`config.mk`:
```
export PLATFORM = sky130hd
export DESIGN_NAME = gcte_ctrl
export DESIGN_NICKNAME = d
export VERILOG_FILES = /design/src/rtl/gcte_pkg.sv /design/src/rtl/gcte_ctrl.sv
export SDC_FILE = /design/constraint.sdc
export NUM_CORES = 1
export LEC_CHECK = 0
export BUFFER_PORTS_ARGS = -buffer_cell sky130_fd_sc_hd__buf_4
export CORE_MARGIN = 5
export CORE_UTILIZATION = 43
export CTS_CLUSTER_DIAMETER = 200
export CTS_CLUSTER_SIZE = 16
export DETAILED_ROUTE_END_ITERATION = 12
export PLACE_DENSITY = 0.72
export SLEW_MARGIN = 20
export SYNTH_ARGS = -nofsm -noshare
export SYNTH_HDL_FRONTEND = slang
export SYNTH_SLANG_ARGS = --single-unit
```
`constraint.sdc`:
```
create_clock -name clk -period 1.6 [get_ports clk]
set_input_delay 0.32 -clock clk [delete_from_list [all_inputs] [get_ports clk]]
set_output_delay 0.32 -clock clk [all_outputs]
set_load 0.01 [all_outputs]
```
`src/rtl/gcte_pkg.sv`:
```
// Package: types, constants and helper functions of the graph coloring task engine.
`default_nettype none
package gcte_pkg;

  localparam int VERTICES   = 4096;
  localparam int EDGES      = 16384;
  localparam int MAX_CHUNK  = 32;
  localparam int COLOR_BITS = 32;
  localparam int VW  = $clog2(VERTICES);
  localparam int EW  = $clog2(EDGES);
  localparam int CLW = $clog2(COLOR_BITS + 1);
  localparam int LW  = $clog2(MAX_CHUNK + 1);

  localparam logic [2:0] OP_ENQ      = 3'd0;
  localparam logic [2:0] OP_SEND     = 3'd1;
  localparam logic [2:0] OP_RECV_DEG = 3'd2;
  localparam logic [2:0] OP_RECV_COL = 3'd3;
  localparam logic [2:0] OP_LOAD_V   = 3'd4;
  localparam logic [2:0] OP_LOAD_E   = 3'd5;
  localparam logic [2:0] OP_READ     = 3'd6;

  localparam logic [1:0] TT_ENQ      = 2'd0;
  localparam logic [1:0] TT_SEND     = 2'd1;
  localparam logic [1:0] TT_RECV_DEG = 2'd2;
  localparam logic [1:0] TT_RECV_COL = 2'd3;

  localparam logic [0:0] CFG_VCOUNT = 1'd0;
  localparam logic [0:0] CFG_CHUNK  = 1'd1;

  typedef struct packed {
    logic [2:0]  opcode;
    logic [11:0] vertex;
    logic [31:0] arg0;
    logic [15:0] arg1;
    logic [4:0]  arg2;
  } in_beat_t;

  typedef struct packed {
    logic        kind;
    logic [1:0]  task_type;
    logic [11:0] task_vertex;
    logic [31:0] out_arg0;
    logic [31:0] out_arg1;
    logic [5:0]  out_arg2;
    logic        last;
  } out_beat_t;

  // Commands from the controller to the datapath.
  typedef struct packed {
    logic capture;   // latch the input beat
    logic rd_vtx;    // read the vertex stores
    logic update;    // evaluate and write back vertex state
    logic setup;     // compute the fan-out window
    logic rd_nb;     // issue a neighbor read
    logic emit_cont; // drive the continuation or reply beat
    logic emit_nb;   // drive a child beat from the neighbor data
    logic emit_enq;  // drive one enqueue child beat
  } dp_cmd_t;

  // Status from the datapath to the controller.
  typedef struct packed {
    logic fan;       // the task fans out
    logic has_cont;  // a continuation beat comes first
    logic is_enq;
    logic is_read;
    logic more;      // another child remains after the current one
    logic none;      // the window holds no child
  } dp_sts_t;

  function automatic logic [CLW-1:0] first_free(input logic [COLOR_BITS-1:0] bm);
    logic [CLW-1:0] r;
    r = CLW'(COLOR_BITS);
    for (int b = COLOR_BITS - 1; b >= 0; b--) begin
      if (!bm[b]) r = CLW'(b);
    end
    return r;
  endfunction

endpackage
`default_nettype wire

```
`src/rtl/gcte_ctrl.sv`:
```
// Controller state machine that sequences one task through the datapath.
`default_nettype none
module gcte_ctrl (
  input  wire logic              clk,
  input  wire logic              rst_n,
  input  wire logic              start,
  output logic                   busy,
  input  gcte_pkg::dp_sts_t      sts,
  output gcte_pkg::dp_cmd_t      cmd
);

  typedef enum logic [7:0] {
    S_IDLE  = 8'b00000001,
    S_READ  = 8'b00000010,
    S_UPD   = 8'b00000100,
    S_SETUP = 8'b00001000,
    S_DISP  = 8'b00010000,
    S_CONT  = 8'b00100000,
    S_NB    = 8'b01000000,
    S_ENQ   = 8'b10000000
  } state_t;

  state_t state_r, state_nxt;

  always_comb begin
    state_nxt = state_r;
    cmd = '0;
    busy = (state_r != S_IDLE);
    case (state_r)
      S_IDLE: begin
        cmd.capture = start;
        if (start) state_nxt = S_READ;
      end
      S_READ: begin
        cmd.rd_vtx = 1'b1;
        state_nxt = S_UPD;
      end
      S_UPD: begin
        cmd.update = 1'b1;
        state_nxt = S_SETUP;
      end
      S_SETUP: begin
        cmd.setup = 1'b1;
        if (sts.is_read) state_nxt = S_CONT;
        else if (sts.is_enq) state_nxt = S_ENQ;
        else if (!sts.fan) state_nxt = S_IDLE;
        else state_nxt = S_DISP;
      end
      // The window bounds are registered at setup, so the fan-out path is chosen here.
      S_DISP: begin
        if (sts.has_cont) state_nxt = S_CONT;
        else if (sts.none) state_nxt = S_IDLE;
        else begin
          cmd.rd_nb = 1'b1;
          state_nxt = S_NB;
        end
      end
      S_CONT: begin
        cmd.emit_cont = 1'b1;
        if (sts.is_read || sts.is_enq || sts.none) state_nxt = sts.is_enq ? S_ENQ : S_IDLE;
        else begin
          cmd.rd_nb = 1'b1;
          state_nxt = S_NB;
        end
      end
      S_NB: begin
        cmd.emit_nb = 1'b1;
        if (sts.more) cmd.rd_nb = 1'b1;
        else state_nxt = S_IDLE;
      end
      S_ENQ: begin
        if (sts.has_cont) begin
          cmd.emit_cont = 1'b1;
          if (sts.none) state_nxt = S_IDLE;
          else state_nxt = S_ENQ;
        end else if (sts.none) state_nxt = S_IDLE;
        else begin
          cmd.emit_enq = 1'b1;
          if (!sts.more) state_nxt = S_IDLE;
        end
      end
      default: state_nxt = S_IDLE;
    endcase
  end

  always_ff @(posedge clk) begin
    if (!rst_n) state_r <= S_IDLE;
    else state_r <= state_nxt;
  end

endmodule
`default_nettype wire

```
==> summary.md <==
| Metric | Value |
|---|---|
| Share of final-layout standard cells stronger than drive strength 1 | 63.89% |
| Static leakage | 0.4613 nW |
| Share of synthesized area spent on multiplexers | 0% |
| Depth of the worst hold-timing path | 2 |
| Average vias per placed instance | 6.000 |
| Overall die height | 46.43 microns |
| Detail-routed net length per standard cell | 16.46 microns |
| Share of power burned in combinational logic | 33.5% |
| First DRT Iteration DRCs | 37 |
| Top fanout value on the critical path | 3 |
| Origin of the worst min-delay path | start |
| Fraction of the mapped netlist area in compound gates | 17.98% |
| Startpoint-to-endpoint class of the critical path | reg2out |
| Diodes inserted | 0 |
| Site Rows | 13 |
| Violations in the final reports | setup timing |
| Number of buffers on the longest clock path | 2 |
| Cell taking the most area after synthesis | sky130_fd_sc_hd__dfxtp_1 |
| Final critical delay including setup and external delays | 1.985 ns |
| Tot Pwr | 545.0 uW |
| P&R area growth vs syn | 85.31% |
| Count of final hold-check violations | 0 |
| Via count of the first global-routing pass | 700 |
| Largest family of logic cells by synthesized area | simple AND/OR/NAND/NOR gates |
| Post-detailed-route DRC marker count | 0 |
| Synth warnings | 0 |
| Actual slew at the worst max-slew pin | 0.3746 ns |
| Buffer cell driving the clock tree root | sky130_fd_sc_hd__clkbuf_4 |
| Final net count | 119 |
| Nature of the critical path startpoint | register |
| Worst hold-check path type | in2reg |
| Status | finished with violations |
| Clock latency on the worst-skew pair | 0.25 ns |
| Post-synthesis share of cell area spent on xor and xnor gates | 0% |
| Most common cell in the netlist | sky130_fd_sc_hd__dfxtp_1 |
| Number of instances in the synthesized netlist | 65 |
| Drt total wl | 2024 microns |
| Proportion of power drawn by the clock network | 28.0% |
| Register bank with the most flops | state_r |
| Count of buffers from port buffering | 17 |
| Number of flops mapped to enable cells by yosys | 0 |
| Required time at the worst-slack endpoint | 1.28 ns |
| Number of H-tree levels | 1 |
| Dpl hpwl | 1379 microns |
| Post-route fraction of the period consumed by the critical path | 124.1% |
| Post-synthesis adder-cell area fraction | 0% |
| Simple-gate share of the synthesized area | 51.75% |
| Worst Hold End | state_r[1]$_SDFFE_PN0P_ |
| Sw Ratio | 26.83% |
| Starting density of the core | 44.40% |
| CTS sink cnt | 8 |
| Number of nets produced by synthesis | 74 |
| Number of endpoints failing setup at the final stage | 11 |
| Number of cell instances on the worst register-to-register path | 7 |
| Pint | 398.8 uW |
| Worst Clk Skew | 0.003752 ns |
| Non-Filler Instances | 123 |
| Share of flip-flops with an asynchronous set or reset | 0% |
| Width of the die | 46.43 microns |
| Maximum VDD drop | 0.2796 mV |
| Clock edge transition at the registers on the reported setup and hold paths | 0.05 ns |
| Filler cells | 87 |
| Pin count of the biggest net entering global routing | 9 |
| Count of different cell masters after synthesis | 34 |
| Arrival time at the worst endpoint | 1.67 ns |
| Max-capacitance violation count | 0 |
| Overall overflow remaining after global route | 0 |
| Fraction of power consumed by sequential logic | 38.5% |
| Number of top-level pins | 18 |
| CTS tree | built |
| Area share of the largest cell type after synthesis | 28.07% |
| Number of antenna violations at the first check in global routing | 0 |
| Commonest register cell after synthesis | sky130_fd_sc_hd__dfxtp_1 |
| Place WS | -0.1804 ns |
| Global-route wire length before repair | 3022 microns |
| Max-slew headroom at the worst pin | 74.84% |
| Number of flip-flops in the largest register | 8 |
| Placed insts | 113 |
| Pins Over Slew Limit | 0 |
| Floorplan die area | 2155 sq um |
| DR vias | 738 |
| Final GP Congestion | 0.8291 |
| Mean instance size in the synthesized netlist | 8.778 sq um |
| Endpoint of the lowest-slack register-to-register path | state_r[0]$_SDFFE_PN1P_ |
| Total power divided by cell area | 515.5 nW/um^2 |
| Top cells by instance count after synthesis | sky130_fd_sc_hd__dfxtp_1, sky130_fd_sc_hd__nor2_1, sky130_fd_sc_hd__and3_1, sky130_fd_sc_hd__nor3_1 |
| Worst-case register-to-register setup slack | -0.17 ns |
| Largest registers ranked by flip-flop count | state_r (8) |
| Endpoint type of the worst setup path | output port |
| Min setup slack post-route | -0.3854 ns |
| Cell area after synthesis | 570.5 sq um |
| Synth Register Bits | 8 |
| Leading cell types by total area after synthesis | sky130_fd_sc_hd__dfxtp_1, sky130_fd_sc_hd__nor4_4, sky130_fd_sc_hd__and4_1 |
| Reported net switching power | 146.2 uW |
| Tot GR Track Use | 19.92% |
| Sequential share of the synthesized area | 28.07% |
| First-pass iteration count of the detailed router | 4 |
| Unrepaired setup endpoints after global routing | yes |
| Area of the placeable core | 1285 sq um |
| FMAX | 0.5037 GHz |
| Final ANT Viol Nets | 0 |
| Startpoint of the worst register-to-register path | state_r[4]$_SDFFE_PN0P_ |
| Number of buffers created by CTS | 3 |
## metal layers
| layer | vias to the layer above | wire length [microns] | track usage (%) |
|---|---|---|---|
| met5 | - | 0 | 0 |
| met4 | 0 | 48 | 10.23 |
| met3 | 4 | 198 | 1.172 |
| met2 | 47 | 1000 | 33.52 |
| met1 | 340 | 776 | 25.12 |
| li1 | 347 | - | - |
## power by group through the flow
stage / combinational, mW / sequential, mW / clock [mW]
finish: 0.182 / 0.210 / 0.153
floorplan: 0.0503 / 0.216 / 0
detailed placement: 0.127 / 0.212 / 0
global placement: 0.125 / 0.212 / 0
CTS: 0.168 / 0.210 / 0.160
global route: 0.193 / 0.210 / 0.164
## logic make-up after synthesis
group | count (synthesis)
simple gates | 41
compound gates | 13
buf+inv | 3
flops | 8
## final cells by class
cell class | count | area [sq um] | area share, %
Tap cell | 15 | 18.77 | 1.775
Timing Repair Buffer | 41 | 367.9 | 34.79
Inverter | 2 | 7.507 | 0.7101
Sequential cell | 8 | 166.4 | 15.74
Clock buffer | 3 | 22.52 | 2.130
Multi-Input combinational cell | 54 | 474.2 | 44.85
## cells in the final DEF (no fill, tap or decap), types with 3 or more instances in the layout
master	Yosys	final
sky130_fd_sc_hd__clkbuf_4	0	3
sky130_fd_sc_hd__nor3_1	4	3
sky130_fd_sc_hd__buf_4	0	25
sky130_fd_sc_hd__and4_1	3	3
sky130_fd_sc_hd__nor4_4	2	3
sky130_fd_sc_hd__buf_6	0	16
sky130_fd_sc_hd__and3_4	0	3
sky130_fd_sc_hd__nor2b_1	3	3
sky130_fd_sc_hd__dfxtp_1	8	3
sky130_fd_sc_hd__nor2_1	6	3
sky130_fd_sc_hd__dfxtp_2	0	5
## critical path, stage by stage (launching register included)
cell,delay [ns]
sky130_fd_sc_hd__dfxtp_2,0.32
sky130_fd_sc_hd__or4b_4,0.57
sky130_fd_sc_hd__nor4_4,0.24
sky130_fd_sc_hd__o21bai_2,0.12
sky130_fd_sc_hd__nand2_2,0.07
sky130_fd_sc_hd__buf_6,0.10
## how the worst max path moves through the flow
| stage | end | cells past startpoint | start | slack [ns] |
|---|---|---|---|---|
| 2_1_floorplan | cmd[3] | 5 | state_r[7]$_SDFFE_PN0P_ | -0.11 |
| 3_5_place_dp | cmd[3] | 5 | state_r[7]$_SDFFE_PN0P_ | -0.18 |
| 5_1_grt | cmd[3] | 5 | state_r[4]$_SDFFE_PN0P_ | -0.43 |
| 3_3_place_gp | cmd[3] | 5 | state_r[7]$_SDFFE_PN0P_ | -0.13 |
| 4_1_cts | cmd[3] | 5 | state_r[7]$_SDFFE_PN0P_ | -0.39 |
| 6_report | cmd[3] | 5 | state_r[4]$_SDFFE_PN0P_ | -0.39 |
## timing repair
action                                  CTS  global route
gates cloned                              0             0
gates resized for setup                  27            12
pin swaps                                13            18
buffers inserted                          6             3
endpoints found under the setup margin   12            12
hold buffers                              0             0
## through the flow
step	utilization [%]	setup TNS [ns]	cell area, sq um	hold WS, ns
CTS	77.99	-2.388	1002	0.3109
floorplan	-	-0.1059	573.1	0.4417
global route	82.28	-3.100	1057	0.3328
finish	82.28	-2.587	1057	0.3157
detailed placement	65.53	-0.4591	842.1	0.5738
global placement	65.53	-0.3150	842.1	0.5679
Note: power is estimated with default switching activity, not from simulation.
